[config.mk]
export PLATFORM = sky130hd
export DESIGN_NAME = cbor_item_head_encoder
export DESIGN_NICKNAME = d
export VERILOG_FILES = /design/src/design/cbie_pkg.sv /design/src/design/cbie_decode.sv /design/src/design/cbie_emitter.sv /design/src/design/cbor_item_head_encoder.sv
export SDC_FILE = /design/constraint.sdc
export NUM_CORES = 1
export LEC_CHECK = 0
export BUFFER_PORTS_ARGS = -buffer_cell sky130_fd_sc_hd__buf_2
export CORE_ASPECT_RATIO = 0.5
export CORE_MARGIN = 3
export CORE_UTILIZATION = 50
export CTS_CLUSTER_DIAMETER = 150
export DETAILED_ROUTE_END_ITERATION = 6
export PLACE_DENSITY = 0.78
export SLEW_MARGIN = 20
export SYNTH_ARGS = -nofsm -noshare
export SYNTH_HDL_FRONTEND = slang
export SYNTH_SLANG_ARGS = --single-unit
export TNS_END_PERCENT = 50
[constraint.sdc]
create_clock -name clock -period 10.8 [get_ports clock]
set_clock_uncertainty 0.1 [all_clocks]
set_input_delay 1.08 -clock clock [delete_from_list [all_inputs] [get_ports clock]]
set_output_delay 1.08 -clock clock [all_outputs]
set_load 0.02 [all_outputs]
[src/design/cbie_pkg.sv]
// Shared types, constants and the CBOR head builder for the item head encoder.
// No dependencies; every other design file refers to this package by scoped names.
package cbie_pkg;

   // Field and storage widths
   localparam int CAP_WIDTH         = 16;
   localparam int OFFSET_WIDTH      = 16;
   localparam int POS_WIDTH_DEFAULT = 16;
   localparam int MAX_BYTES         = 9;
   localparam int COUNT_WIDTH       = $clog2(MAX_BYTES + 1);

   localparam logic [CAP_WIDTH-1:0] CAP_RESET = 16'd2048;

   // Command codes
   localparam logic [3:0] CMD_START     = 4'd0;
   localparam logic [3:0] CMD_UINT      = 4'd1;
   localparam logic [3:0] CMD_SINT      = 4'd2;
   localparam logic [3:0] CMD_MAP       = 4'd3;
   localparam logic [3:0] CMD_ARRAY     = 4'd4;
   localparam logic [3:0] CMD_TEXT_HEAD = 4'd5;
   localparam logic [3:0] CMD_TEXT_BYTE = 4'd6;
   localparam logic [3:0] CMD_BOOL      = 4'd7;
   localparam logic [3:0] CMD_DOUBLE    = 4'd8;

   // CBOR major types
   localparam logic [2:0] MAJOR_UINT  = 3'd0;
   localparam logic [2:0] MAJOR_NINT  = 3'd1;
   localparam logic [2:0] MAJOR_TEXT  = 3'd3;
   localparam logic [2:0] MAJOR_ARRAY = 3'd4;
   localparam logic [2:0] MAJOR_MAP   = 3'd5;

   // Additional info codes and simple values
   localparam logic [63:0] INLINE_MAX = 64'd23;
   localparam logic [4:0]  INFO_U8    = 5'd24;
   localparam logic [4:0]  INFO_U16   = 5'd25;
   localparam logic [4:0]  INFO_U32   = 5'd26;
   localparam logic [4:0]  INFO_U64   = 5'd27;
   localparam logic [7:0]  BYTE_TRUE  = 8'hF5;
   localparam logic [7:0]  BYTE_FALSE = 8'hF4;
   localparam logic [7:0]  BYTE_DOUBLE = 8'hFB;

   typedef struct packed {
      logic [3:0]  command;
      logic [63:0] value;
   } req_type;

   typedef struct packed {
      logic [7:0]              out_byte;
      logic [OFFSET_WIDTH-1:0] byte_offset;
      logic                    byte_valid;
      logic                    encode_ok;
      logic                    last;
   } rsp_type;

   // How the emitter treats a decoded word
   typedef enum logic [2:0] {
      KIND_STATUS,
      KIND_START,
      KIND_BYTES,
      KIND_TEXT_HEAD,
      KIND_TEXT_BYTE
   } kind_type;

   typedef struct packed {
      logic [COUNT_WIDTH-1:0]         count;
      logic [MAX_BYTES-1:0][7:0]      bytes;
   } head_type;

   // Decoded word: byte string in emission order (entry 0 first)
   typedef struct packed {
      kind_type                       kind;
      logic [COUNT_WIDTH-1:0]         count;
      logic [MAX_BYTES-1:0][7:0]      bytes;
      logic [63:0]                    value;
   } frame_type;

   // Build a head with the shortest argument form
   function automatic head_type make_head(input logic [2:0] major, input logic [63:0] arg);
      head_type h;
      h.bytes = '0;
      h.count = COUNT_WIDTH'(1);
      if (arg <= INLINE_MAX) begin
         h.bytes[0] = {major, arg[4:0]};
      end else if (arg <= 64'h0000_0000_0000_00FF) begin
         h.bytes[0] = {major, INFO_U8};
         h.bytes[1] = arg[7:0];
         h.count    = COUNT_WIDTH'(2);
      end else if (arg <= 64'h0000_0000_0000_FFFF) begin
         h.bytes[0] = {major, INFO_U16};
         h.bytes[1] = arg[15:8];
         h.bytes[2] = arg[7:0];
         h.count    = COUNT_WIDTH'(3);
      end else if (arg <= 64'h0000_0000_FFFF_FFFF) begin
         h.bytes[0] = {major, INFO_U32};
         h.bytes[1] = arg[31:24];
         h.bytes[2] = arg[23:16];
         h.bytes[3] = arg[15:8];
         h.bytes[4] = arg[7:0];
         h.count    = COUNT_WIDTH'(5);
      end else begin
         h.bytes[0] = {major, INFO_U64};
         h.bytes[1] = arg[63:56];
         h.bytes[2] = arg[55:48];
         h.bytes[3] = arg[47:40];
         h.bytes[4] = arg[39:32];
         h.bytes[5] = arg[31:24];
         h.bytes[6] = arg[23:16];
         h.bytes[7] = arg[15:8];
         h.bytes[8] = arg[7:0];
         h.count    = COUNT_WIDTH'(9);
      end
      return h;
   endfunction

endpackage

[src/design/cbie_decode.sv]
// Command decoder: turns one request word into the byte string it encodes.
// Depends on cbie_pkg (types, command codes, head builder).
module cbie_decode (
   input  cbie_pkg::req_type   req,
   output cbie_pkg::frame_type frame
);

   cbie_pkg::head_type head;

   always_comb begin
      head        = cbie_pkg::make_head(cbie_pkg::MAJOR_UINT, req.value);
      frame.kind  = cbie_pkg::KIND_STATUS;
      frame.count = cbie_pkg::COUNT_WIDTH'(1);
      frame.bytes = '0;
      frame.value = req.value;
      case (req.command)
         cbie_pkg::CMD_START: begin
            frame.kind = cbie_pkg::KIND_START;
         end
         cbie_pkg::CMD_UINT: begin
            head = cbie_pkg::make_head(cbie_pkg::MAJOR_UINT, req.value);
            frame.kind  = cbie_pkg::KIND_BYTES;
            frame.count = head.count;
            frame.bytes = head.bytes;
         end
         cbie_pkg::CMD_SINT: begin
            // negative: major 1 carrying minus-one-minus-value
            if (req.value[63]) begin
               head = cbie_pkg::make_head(cbie_pkg::MAJOR_NINT, ~req.value);
            end else begin
               head = cbie_pkg::make_head(cbie_pkg::MAJOR_UINT, req.value);
            end
            frame.kind  = cbie_pkg::KIND_BYTES;
            frame.count = head.count;
            frame.bytes = head.bytes;
         end
         cbie_pkg::CMD_MAP: begin
            head = cbie_pkg::make_head(cbie_pkg::MAJOR_MAP, req.value);
            frame.kind  = cbie_pkg::KIND_BYTES;
            frame.count = head.count;
            frame.bytes = head.bytes;
         end
         cbie_pkg::CMD_ARRAY: begin
            head = cbie_pkg::make_head(cbie_pkg::MAJOR_ARRAY, req.value);
            frame.kind  = cbie_pkg::KIND_BYTES;
            frame.count = head.count;
            frame.bytes = head.bytes;
         end
         cbie_pkg::CMD_TEXT_HEAD: begin
            head = cbie_pkg::make_head(cbie_pkg::MAJOR_TEXT, req.value);
            frame.kind  = cbie_pkg::KIND_TEXT_HEAD;
            frame.count = head.count;
            frame.bytes = head.bytes;
         end
         cbie_pkg::CMD_TEXT_BYTE: begin
            frame.kind     = cbie_pkg::KIND_TEXT_BYTE;
            frame.bytes[0] = req.value[7:0];
         end
         cbie_pkg::CMD_BOOL: begin
            frame.kind     = cbie_pkg::KIND_BYTES;
            frame.bytes[0] = (req.value != 64'd0) ? cbie_pkg::BYTE_TRUE
                                                  : cbie_pkg::BYTE_FALSE;
         end
         cbie_pkg::CMD_DOUBLE: begin
            // 0xFB then the raw bits, big-endian
            frame.kind     = cbie_pkg::KIND_BYTES;
            frame.count    = cbie_pkg::COUNT_WIDTH'(9);
            frame.bytes[0] = cbie_pkg::BYTE_DOUBLE;
            frame.bytes[1] = req.value[63:56];
            frame.bytes[2] = req.value[55:48];
            frame.bytes[3] = req.value[47:40];
            frame.bytes[4] = req.value[39:32];
            frame.bytes[5] = req.value[31:24];
            frame.bytes[6] = req.value[23:16];
            frame.bytes[7] = req.value[15:8];
            frame.bytes[8] = req.value[7:0];
         end
         default: begin
            frame.kind = cbie_pkg::KIND_STATUS;
         end
      endcase
   end

endmodule

[src/design/cbie_emitter.sv]
// Byte emitter: holds one decoded word, writes its bytes into the bounded buffer
// one per free cycle, tracks size, ok flag, pending text. Depends on cbie_pkg.
module cbie_emitter #(
   parameter int POS_WIDTH = cbie_pkg::POS_WIDTH_DEFAULT
) (
   input  logic                              clock,
   input  logic                              reset,
   input  logic [cbie_pkg::CAP_WIDTH-1:0]    capacity,
   input  logic                              frame_valid,
   input  cbie_pkg::frame_type               frame,
   output logic                              frame_stall,
   output logic                              rsp_valid,
   input  logic                              rsp_stall,
   output cbie_pkg::rsp_type                 rsp_data
);

   localparam int CMP_WIDTH = (POS_WIDTH > cbie_pkg::CAP_WIDTH) ? POS_WIDTH
                                                                : cbie_pkg::CAP_WIDTH;

   // input register
   logic                               frame_valid_ff;
   cbie_pkg::frame_type                frame_ff;
   logic [cbie_pkg::COUNT_WIDTH-1:0]   idx_ff, idx_in;

   // encoder state
   logic [POS_WIDTH-1:0] wp_ff, wp_in;
   logic                 ok_ff, ok_in;
   logic [63:0]          rem_ff, rem_in;
   logic                 drop_ff, drop_in;

   // result register
   logic                 rsp_valid_ff;
   cbie_pkg::rsp_type    rsp_ff, rsp_in;

   logic                 out_free, advance, is_last, item_done, accept;
   logic                 do_write, write_fail;
   logic [7:0]           wr_byte;
   logic [CMP_WIDTH-1:0] wp_ext, wp_in_ext, cap_ext, room;

   // step control
   always_comb begin
      out_free  = !rsp_valid_ff || !rsp_stall;
      advance   = frame_valid_ff && out_free;
      if (frame_ff.kind == cbie_pkg::KIND_BYTES || frame_ff.kind == cbie_pkg::KIND_TEXT_HEAD) begin
         is_last = (idx_ff == frame_ff.count - cbie_pkg::COUNT_WIDTH'(1));
      end else begin
         is_last = 1'b1;
      end
      item_done   = advance && is_last;
      frame_stall = frame_valid_ff && !item_done;
      accept      = frame_valid && !frame_stall;
      idx_in      = accept ? '0 : (advance ? idx_ff + cbie_pkg::COUNT_WIDTH'(1) : idx_ff);
   end

   assign wp_ext  = CMP_WIDTH'(wp_ff);
   assign cap_ext = CMP_WIDTH'(capacity);

   // compute one result and the state it leaves
   always_comb begin
      wp_in    = wp_ff;
      ok_in    = ok_ff;
      rem_in   = rem_ff;
      drop_in  = drop_ff;
      do_write = 1'b0;
      wr_byte  = frame_ff.bytes[idx_ff];

      rsp_in.out_byte    = 8'd0;
      rsp_in.byte_offset = wp_ext[cbie_pkg::OFFSET_WIDTH-1:0];
      rsp_in.byte_valid  = 1'b0;
      rsp_in.encode_ok   = ok_ff;
      rsp_in.last        = is_last;

      write_fail = (wp_ext >= cap_ext);

      case (frame_ff.kind)
         cbie_pkg::KIND_START: begin
            wp_in              = '0;
            ok_in              = 1'b1;
            rem_in             = 64'd0;
            drop_in            = 1'b0;
            rsp_in.byte_offset = '0;
            rsp_in.encode_ok   = 1'b1;
         end
         cbie_pkg::KIND_BYTES, cbie_pkg::KIND_TEXT_HEAD: begin
            // any encoded item cancels pending text
            do_write = 1'b1;
            if (idx_ff == '0) begin
               rem_in  = 64'd0;
               drop_in = 1'b0;
            end
         end
         cbie_pkg::KIND_TEXT_BYTE: begin
            if (rem_ff != 64'd0) begin
               rem_in   = rem_ff - 64'd1;
               do_write = !drop_ff;
               if (rem_ff == 64'd1) begin
                  drop_in = 1'b0;
               end
            end
         end
         default: begin
         end
      endcase

      // bounded write of one byte
      if (do_write) begin
         if (write_fail) begin
            ok_in            = 1'b0;
            rsp_in.encode_ok = 1'b0;
         end else begin
            rsp_in.out_byte   = wr_byte;
            rsp_in.byte_valid = 1'b1;
            wp_in             = wp_ff + POS_WIDTH'(1);
         end
      end

      // text head: accept or drop the whole string after its head
      wp_in_ext = CMP_WIDTH'(wp_in);
      room      = (wp_in_ext < cap_ext) ? (cap_ext - wp_in_ext) : '0;
      if (frame_ff.kind == cbie_pkg::KIND_TEXT_HEAD && is_last) begin
         rem_in = frame_ff.value;
         if (frame_ff.value > 64'(room)) begin
            ok_in            = 1'b0;
            drop_in          = 1'b1;
            rsp_in.encode_ok = 1'b0;
         end else begin
            drop_in = 1'b0;
         end
      end
   end

   // control and state registers
   always_ff @(posedge clock) begin
      if (reset) begin
         frame_valid_ff <= 1'b0;
         rsp_valid_ff   <= 1'b0;
         wp_ff          <= '0;
         ok_ff          <= 1'b1;
         rem_ff         <= 64'd0;
         drop_ff        <= 1'b0;
      end else begin
         if (accept) begin
            frame_valid_ff <= 1'b1;
         end else if (item_done) begin
            frame_valid_ff <= 1'b0;
         end
         if (advance) begin
            rsp_valid_ff <= 1'b1;
            wp_ff        <= wp_in;
            ok_ff        <= ok_in;
            rem_ff       <= rem_in;
            drop_ff      <= drop_in;
         end else if (!rsp_stall) begin
            rsp_valid_ff <= 1'b0;
         end
      end
   end

   // payload registers
   always_ff @(posedge clock) begin
      idx_ff <= idx_in;
      if (accept) begin
         frame_ff <= frame;
      end
      if (advance) begin
         rsp_ff <= rsp_in;
      end
   end

   assign rsp_valid = rsp_valid_ff;
   assign rsp_data  = rsp_ff;

endmodule

[src/design/cbor_item_head_encoder.sv]
// CBOR item head encoder. Each request word is a command (start, uint, sint, map,
// array, text head, text byte, bool, double) that is decoded into its CBOR bytes
// and written into a bounded buffer, one response word per byte (or one status
// word when no byte is attempted), the final word of a command marked by last.
// The number of response words per command on the byte-wide response channel is
// one for start, text byte, bool, unknown codes and small heads, and up to nine
// for a double or a 64-bit argument. The next command is decoded and registered
// while the current one drains and is taken as its last word is issued, so
// consecutive commands follow with no gap unless rsp_stall holds the output.
// The capacity register (reset 2048) may be written only while the block is idle.
// Depends on cbie_pkg, cbie_decode and cbie_emitter.
module cbor_item_head_encoder #(
   parameter int POS_WIDTH = cbie_pkg::POS_WIDTH_DEFAULT
) (
   input  logic                           clock,
   input  logic                           reset,
   input  logic                           req_valid,
   output logic                           req_stall,
   input  cbie_pkg::req_type              req_data,
   output logic                           rsp_valid,
   input  logic                           rsp_stall,
   output cbie_pkg::rsp_type              rsp_data,
   input  logic                           csr_write_enable,
   input  logic [cbie_pkg::CAP_WIDTH-1:0] csr_write_data
);

   logic [cbie_pkg::CAP_WIDTH-1:0] capacity_ff;
   cbie_pkg::frame_type            frame;

   // capacity register
   always_ff @(posedge clock) begin
      if (reset) begin
         capacity_ff <= cbie_pkg::CAP_RESET;
      end else if (csr_write_enable) begin
         capacity_ff <= csr_write_data;
      end
   end

   cbie_decode u_decode (
      .req   (req_data),
      .frame (frame)
   );

   cbie_emitter #(
      .POS_WIDTH (POS_WIDTH)
   ) u_emitter (
      .clock       (clock),
      .reset       (reset),
      .capacity    (capacity_ff),
      .frame_valid (req_valid),
      .frame       (frame),
      .frame_stall (req_stall),
      .rsp_valid   (rsp_valid),
      .rsp_stall   (rsp_stall),
      .rsp_data    (rsp_data)
   );

endmodule
==> reports/metrics.sh, run 1 <==
DIE_H_UM=132
GRT_SETUP_UNREPAIRED='false'
TIMING_HOLD_VIOLATIONS_FINAL=0
P_PER_AREA_mW_PER_MM2=160
CRITICAL_PATH_REQUIRED_NS=11.21
FP-ROW-COUNT=45
SETUP.WORST_PATH.END_CLASS='flip-flop'
CTS_HOLD_BUF=0
CLOCK_PATH_BUFFERS=3
DESIGN.FINAL.NETS=1917
HOLD_PATH.CLASS='reg -> reg'
GP_CONGESTION=0.966
YS_SEQ_AREA_SHARE_PCT=45.2
WORSTPATHARRIVAL_NS=7.72
YOSYS_WARNINGS=0
DRTITER0DRC=1895
TIMING.FINAL.SETUP_VIOLATIONS=0
GLOBALROUTEOVERFLOWTOTAL=0
DETAIL-ROUTE-ANTENNA-NETS=0
GRT_START_MAX_NET_PINS=148
EFFECTIVE_UTILIZATION_AT_FLOORPLAN_PCT=51.6
TRITONCTS.NUM_BUFFERS=27
NETLIST-CELL-TYPE-COUNT=81
POST-ROUTE-PERIOD-UTIL_PCT=67.7
CTS.HTREE.LEVELS=1
DRCVIOLATIONCOUNT=0
PERIOD_MINUS_WS_FINAL_NS=7.31
GRT_PASS1_VIAS=13200
TIMING.CRITICAL_PATH.SLOWEST_STAGE_CELL='nor4_2'
TOTAL_STANDARD_CELL_AREA_AFTER_SYNTHESIS_MM2=0.0159
CTS_TREE='yes'
COREAREA_MM2=0.0308
CTS_POST_SETUP_BUFFERS_INSERTED=0
GRT_UTIL_ALL_LAYERS_PCT=27.5
MAXSLEWVIOLCOUNT=0
NUMPORTBUFFERS=117
FMAXACHIEVABLE_GHz=0.137
WORST_PATH_CLK_SLEW_NS=0.07
CRIT_PATH_START_KIND='flip-flop'
ASYNC_RESET_FF_SHARE_PCT=0
CRITICALPATHCATEGORY='reg -> reg'
VIAS_PER_CELL=6.47
FINISH.UTILIZATION_PCT=57.2
YOSYS_MOST_USED_DFF='edfxtp_1'
DIE-AREA_MM2=0.0341
TIGHTESTPINTRANSITION_NS=1.22
FIRSTDRTPASSITERS=6
ROUTED_WIRELENGTH_MM=48.3
GLOBAL_ROUTE_WIRE_LENGTH_BEFORE_REPAIR_MM=74.8
GATE_COUNT_POST_SYNTH=1716
IR_DROP_V=0.000108
DRV.MAX_CAP_VIOLATION_COUNT=0
NUM-FILL-CELLS=2709
CRITPATHMOSTFREQUENTCELL='ha_1'
EDFF_COUNT_SYNTH=170
SLEW_HEADROOM_PCT=18.5
SETUP-TNS-FINAL_NS=0
YOSYS_REGISTER_BITS=274
NUMCLOCKSINKS=274
SYNTH.NET_COUNT=1860
SYNTHTOLAYOUTAREAGROWTH_PCT=10.9
GRT_ANTENNA_BEFORE_REPAIR=1
FLOORPLAN.DIE.WIDTH_UM=258
POSTSYNTHAREAPERCELL_UM2=9.26
CP_SLOWEST_STAGE_DELAY_NS=0.58
POST_DRT_WL_PER_CELL_UM=21.8
OUTCOME='completed'
IO_PINS=118
WORSTSKEWPAIRLATENCY_NS=0.57
PLACE.DETAILED.HPWL_MM=33.8
TOTAL_LEAKAGE_POWER_nW=6.47
PATH_BUF_INV=3
CTS-RESIZED-GATES=0
CTS.ROOT.BUFFER_CELL='clkbuf_16'
CATEGORY_OF_CELLS_ACCOUNTING_FOR_THE_LARGEST_SHARE_OF_CRITICAL_PATH_DELAY='compound AO/OA/AOI/OAI gates'
VIAS_AFTER_DETAILED_ROUTING=14400
WORSTPATHMAXFANOUT=38
LAYOUT-DRIVE-GT1-SHARE_PCT=12.6
## cells in the mapped netlist (6+ instances only)
| library cell | n | area, um^2 |
|---|---|---|
| a21oi_1 | 172 | 861 |
| edfxtp_1 | 170 | 5100 |
| nand2_1 | 166 | 623 |
| nor2_1 | 166 | 623 |
| o21ai_0 | 122 | 611 |
| dfxtp_1 | 104 | 2080 |
| clkbuf_1 | 88 | 330 |
| nor3_1 | 72 | 360 |
| inv_1 | 62 | 233 |
| ha_1 | 54 | 676 |
| nor4_1 | 47 | 294 |
| nand4_1 | 36 | 225 |
| a221oi_1 | 28 | 245 |
| nand3_1 | 28 | 140 |
| mux2i_1 | 27 | 270 |
| and2_1 | 25 | 156 |
| a221o_1 | 24 | 240 |
| o21a_1 | 19 | 143 |
| xnor2_1 | 19 | 166 |
| a211oi_1 | 18 | 135 |
| o221ai_1 | 17 | 149 |
| mux4_2 | 16 | 360 |
| xor2_1 | 14 | 123 |
| nor2b_1 | 13 | 81.3 |
| a21o_1 | 12 | 90.1 |
| o31ai_1 | 12 | 90.1 |
| or2_2 | 12 | 75.1 |
| a32o_1 | 11 | 110 |
| a21boi_0 | 10 | 75.1 |
| o21bai_1 | 10 | 75.1 |
| buf_2 | 9 | 45.0 |
| and3_1 | 8 | 50.1 |
| nand2b_1 | 8 | 50.1 |
| or4_1 | 8 | 60.1 |
| o22ai_1 | 7 | 43.8 |
| or3_1 | 7 | 43.8 |
| a22o_1 | 6 | 52.6 |
| buf_1 | 6 | 22.5 |
| o211ai_1 | 6 | 45.0 |
## area by class of cell
class	count	area [um^2]	area share, %
antenna	1	2.50	0.0142
clock buffer	38	747	4.24
tap	423	529	3.00
timing repair buffer	133	718	4.08
inverter	62	233	1.32
sequential	274	7190	40.8
multi-input combinational	1275	8090	45.9
clock inverter	12	114	0.646
## flip-flops by register name, summed over array words and instances, names as in the netlist, 4 cells and up
name,count
u_emitter.frame_ff,143
u_emitter.rsp_data,27
u_emitter.rem_ff,64
capacity_ff,16
u_emitter.wp_ext,16
u_emitter.idx_ff,4
## worst paths after layout
| check | startpoint | endpoint | slack (ns) | cells after the start |
|---|---|---|---|---|
| setup reg to reg | u_emitter.rem_ff[1]$_SDFFE_PP0P_ | u_emitter.ok_ff$_SDFFE_PP1P_ | 3.49 | 27 |
| hold / removal | u_emitter.rem_ff[15]$_SDFFE_PP0P_ | u_emitter.rem_ff[15]$_SDFFE_PP0P_ | 0.39 | 2 |
| hold reg to reg | u_emitter.rem_ff[15]$_SDFFE_PP0P_ | u_emitter.rem_ff[15]$_SDFFE_PP0P_ | 0.39 | 2 |
| setup / recovery | u_emitter.rem_ff[1]$_SDFFE_PP0P_ | u_emitter.ok_ff$_SDFFE_PP1P_ | 3.49 | 27 |
## stage by stage
step | hold slack, ns | cells | setup slack, ns | power (mW) | instance area, um^2
2_1_floorplan | 0.352 | 1716 | 2.12 | 1.70 | 15900
3_3_place_gp | 0.362 | 2167 | 3.67 | 1.87 | 16800
3_5_place_dp | 0.375 | 2167 | 3.45 | 1.88 | 16800
4_1_cts | 0.386 | 2217 | 3.39 | 2.81 | 17600
5_1_grt | 0.426 | 2218 | 2.74 | 2.93 | 17600
6_report | 0.388 | 2218 | 3.49 | 2.81 | 17600
## cells by family (layout without fill, tap and decap cells)
logic type,after synthesis,count (layout),share of synthesized area [%]
compound gates,516,516,20.9
flops,274,274,45.2
xor+xnor,34,34,1.96
simple gates,627,627,19.4
buf+inv,167,245,4.09
other cells,0,1,0
mux,43,43,3.97
fa+ha+maj,55,55,4.38
## placed cells by master (no fill, tap or decap), types with 14 or more instances in the layout
master	instances
a211oi_1	18
a21oi_1	171
a221o_1	24
a221oi_1	28
and2_1	25
buf_2	117
buf_4	15
clkbuf_16	27
dfxtp_1	104
edfxtp_1	170
ha_1	54
inv_1	61
mux2i_1	27
mux4_2	16
nand2_1	164
nand3_1	28
nand4_1	36
nor2_1	166
nor3_1	72
nor4_1	46
o21a_1	18
o21ai_0	121
o221ai_1	17
xnor2_1	19
xor2_1	14
## where the power goes
part,internal [mW],switching (mW)
combinational,0.232,0.417
clock,0.513,0.422
sequential,1.19,0.0451
## tightest hold or removal path, stage by stage (launching register included)
cell and delay (ns):
dfxtp_1 0.31, o21ai_0 0.07, a21oi_1 0.06
## layer usage
layer  GRT usage (%)  vias to the layer above  routed length [um]  share of wire [%]
met5               0                        -                   0                  0
met4            11.0                        0                2140                4.4
met3            6.70                      172                5520                 11
met2            41.5                      844               20800                 43
met1            38.2                     6736               19900                 41
li1                -                     6602                   -                  -
No activity file was read; power rests on OpenSTA's default activity.
==> run 2: changes to the inputs <==
==> constraint.sdc (replaced) <==
create_clock -name clock -period 7.35 [get_ports clock]
set_clock_uncertainty 0.1 [all_clocks]
set_input_delay 0.735 -clock clock [delete_from_list [all_inputs] [get_ports clock]]
set_output_delay 0.735 -clock clock [all_outputs]
set_load 0.02 [all_outputs]
==> reports/metrics.sh, run 2 (synthesized netlist as in run 1, its figures left out) <==
OUTCOME='completed'
VIAS_PER_CELL=6.46
LAYOUT-DRIVE-GT1-SHARE_PCT=13.4
TIMING_HOLD_VIOLATIONS_FINAL=0
MOSTFREQUENTLAYOUTCELL='a21oi_1'
IO_PINS=118
DRCVIOLATIONCOUNT=0
DRTITER0DRC=1997
CLOCK_PATH_BUFFERS=3
FINISH.UTILIZATION_PCT=57.7
CTS.ROOT.BUFFER_CELL='clkbuf_16'
REGISTERS.TOP_BY_FF_COUNT='u_emitter.frame_ff'
GLOBALROUTEOVERFLOWTOTAL=0
NUMCLOCKSINKS=274
CTS_HOLD_BUF=0
GP_CONGESTION=0.962
FINAL_CELL_AREA_MM2=0.0178
SETUP.WORST_PATH.END_CLASS='flip-flop'
NUM-FILL-CELLS=2641
NUMPORTBUFFERS=117
GRT_START_MAX_NET_PINS=140
GRT_ANTENNA_BEFORE_REPAIR=1
WORST_HOLD_STARTPOINT='req_valid'
WORST_PATH_CLK_SLEW_NS=0.07
SETUP-TNS-FINAL_NS=0
WORSTPATHMAXFANOUT=15
VIAS_AFTER_DETAILED_ROUTING=14400
FMAXACHIEVABLE_GHz=0.150
MAXSLEWVIOLCOUNT=0
WORSTSKEWPAIRLATENCY_NS=0.58
DIE_H_UM=132
RR_WORST_DEPTH=29
TIMING.FINAL.SETUP_VIOLATIONS=0
CRITICAL_PATH_REQUIRED_NS=7.75
MIN_TO='u_emitter.frame_valid_ff$_SDFFE_PP0P_'
LARGEST_REGISTER_FFS=143
GRT_UTIL_ALL_LAYERS_PCT=27.3
GRT_SETUP_UNREPAIRED='false'
SYNTHTOLAYOUTAREAGROWTH_PCT=11.8
P_PER_AREA_mW_PER_MM2=238
POST-ROUTE-PERIOD-UTIL_PCT=90.9
PLACE.DETAILED.HPWL_MM=33.6
COREAREA_MM2=0.0308
TRITONCTS.NUM_BUFFERS=26
PERIOD_MINUS_WS_FINAL_NS=6.68
CP_SLOWEST_STAGE_DELAY_NS=0.59
REG2REG_FROM='u_emitter.rem_ff[0]$_SDFFE_PP0P_'
GRT_PASS1_VIAS=12800
TIMING.RR.END='u_emitter.ok_ff$_SDFFE_PP1P_'
DPL-INSTANCE-AREA_MM2=0.0168
HOLDPATHSTAGES=3
CTS_TREE='yes'
HOLD_PATH.CLASS='in -> reg'
FP-ROW-COUNT=45
TIGHTESTPINTRANSITION_NS=1.04
DESIGN.FINAL.NETS=1924
CRIT_PATH_START_KIND='flip-flop'
DETAIL-ROUTE-ANTENNA-NETS=0
CRITICALPATHCATEGORY='reg -> reg'
DRV.MAX_CAP_VIOLATION_COUNT=0
R2R_SLACK_NS=0.67
LAYOUT.CELLS.MOST_COMMON_LIST='a21oi_1, edfxtp_1, nor2_1'
FIRSTDRTPASSITERS=6
ROUTED_WIRELENGTH_MM=48.6
FLOORPLAN.DIE.WIDTH_UM=258
TOTAL_LEAKAGE_POWER_nW=6.51
DIE-AREA_MM2=0.0341
POST_DRT_WL_PER_CELL_UM=21.9
IR_DROP_V=0.000151
EFFECTIVE_UTILIZATION_AT_FLOORPLAN_PCT=51.6
DP_CELLS=2171
WORSTPATHARRIVAL_NS=7.08
CTS.HTREE.LEVELS=1
FIN_CELLS=2224
GLOBAL_ROUTE_WIRE_LENGTH_BEFORE_REPAIR_MM=73.8
TIMING.CRITICAL_PATH.SLOWEST_STAGE_CELL='or4_1'
SLEW_HEADROOM_PCT=30.8
[run 2: worst max path at each step]
stage | from | end | slack [ns] | cells after the start
floorplan | u_emitter.rem_ff[0]$_SDFFE_PP0P_ | u_emitter.ok_ff$_SDFFE_PP1P_ | 1.08 | 28
global placement | u_emitter.rem_ff[18]$_SDFFE_PP0P_ | u_emitter.ok_ff$_SDFFE_PP1P_ | 0.82 | 25
detailed placement | u_emitter.rem_ff[55]$_SDFFE_PP0P_ | u_emitter.ok_ff$_SDFFE_PP1P_ | 0.53 | 24
CTS | u_emitter.rem_ff[55]$_SDFFE_PP0P_ | u_emitter.ok_ff$_SDFFE_PP1P_ | 0.33 | 24
global route | capacity_ff[1]$_SDFFE_PP0P_ | u_emitter.ok_ff$_SDFFE_PP1P_ | 0.06 | 26
finish | u_emitter.rem_ff[0]$_SDFFE_PP0P_ | u_emitter.ok_ff$_SDFFE_PP1P_ | 0.67 | 29
[run 2: metrics by stage]
stage	total power [mW]	setup slack (ns)	hold slack, ns
6_report	4.23	0.668	0.309
5_1_grt	4.39	0.0621	0.314
4_1_cts	4.20	0.327	0.283
3_5_place_dp	2.78	0.526	0.370
3_3_place_gp	2.76	0.820	0.362
2_1_floorplan	2.50	1.08	0.352
[run 2: power breakdown]
part | internal (mW) | switching (mW) | total (mW)
Sequential | 1.74 | 0.0669 | 1.81
Combinational | 0.355 | 0.624 | 0.979
Clock | 0.804 | 0.633 | 1.44
[run 2: metal layers]
metal	wire (um)	track usage (%)	share of wire, %
met1	20400	39.6	42
met2	21000	41.4	43
met3	5350	4.89	11
met4	1850	8.84	3.8
met5	0	0	0
[run 2: cell type report]
cell class                 count  area [um^2]  share of cell area [%]
timing repair buffer         140          774                    4.36
tap                          423          529                    2.98
clock buffer                  30          666                    3.75
clock inverter                18          243                    1.37
inverter                      62          233                    1.31
antenna                        1         2.50                  0.0141
sequential                   274         7190                    40.5
multi-input combinational   1276         8120                    45.7
[run 2: repair_timing]
action | 4_1_cts | 5_1_grt
setup endpoints to repair | 0 | 3
buffers inserted | 0 | 3
gates resized for setup | 0 | 7
[run 2: critical path: cells and delay by family (launching register included)]
| kind | cells | cell delay, ns |
|---|---|---|
| flip-flops | 1 | 0.34 |
| adder cells (fa/ha/maj) | 4 | 1.08 |
| AND/OR/NAND/NOR | 7 | 1.54 |
| AO/OA/AOI/OAI | 13 | 2.84 |
| buffers and inverters | 5 | 0.72 |
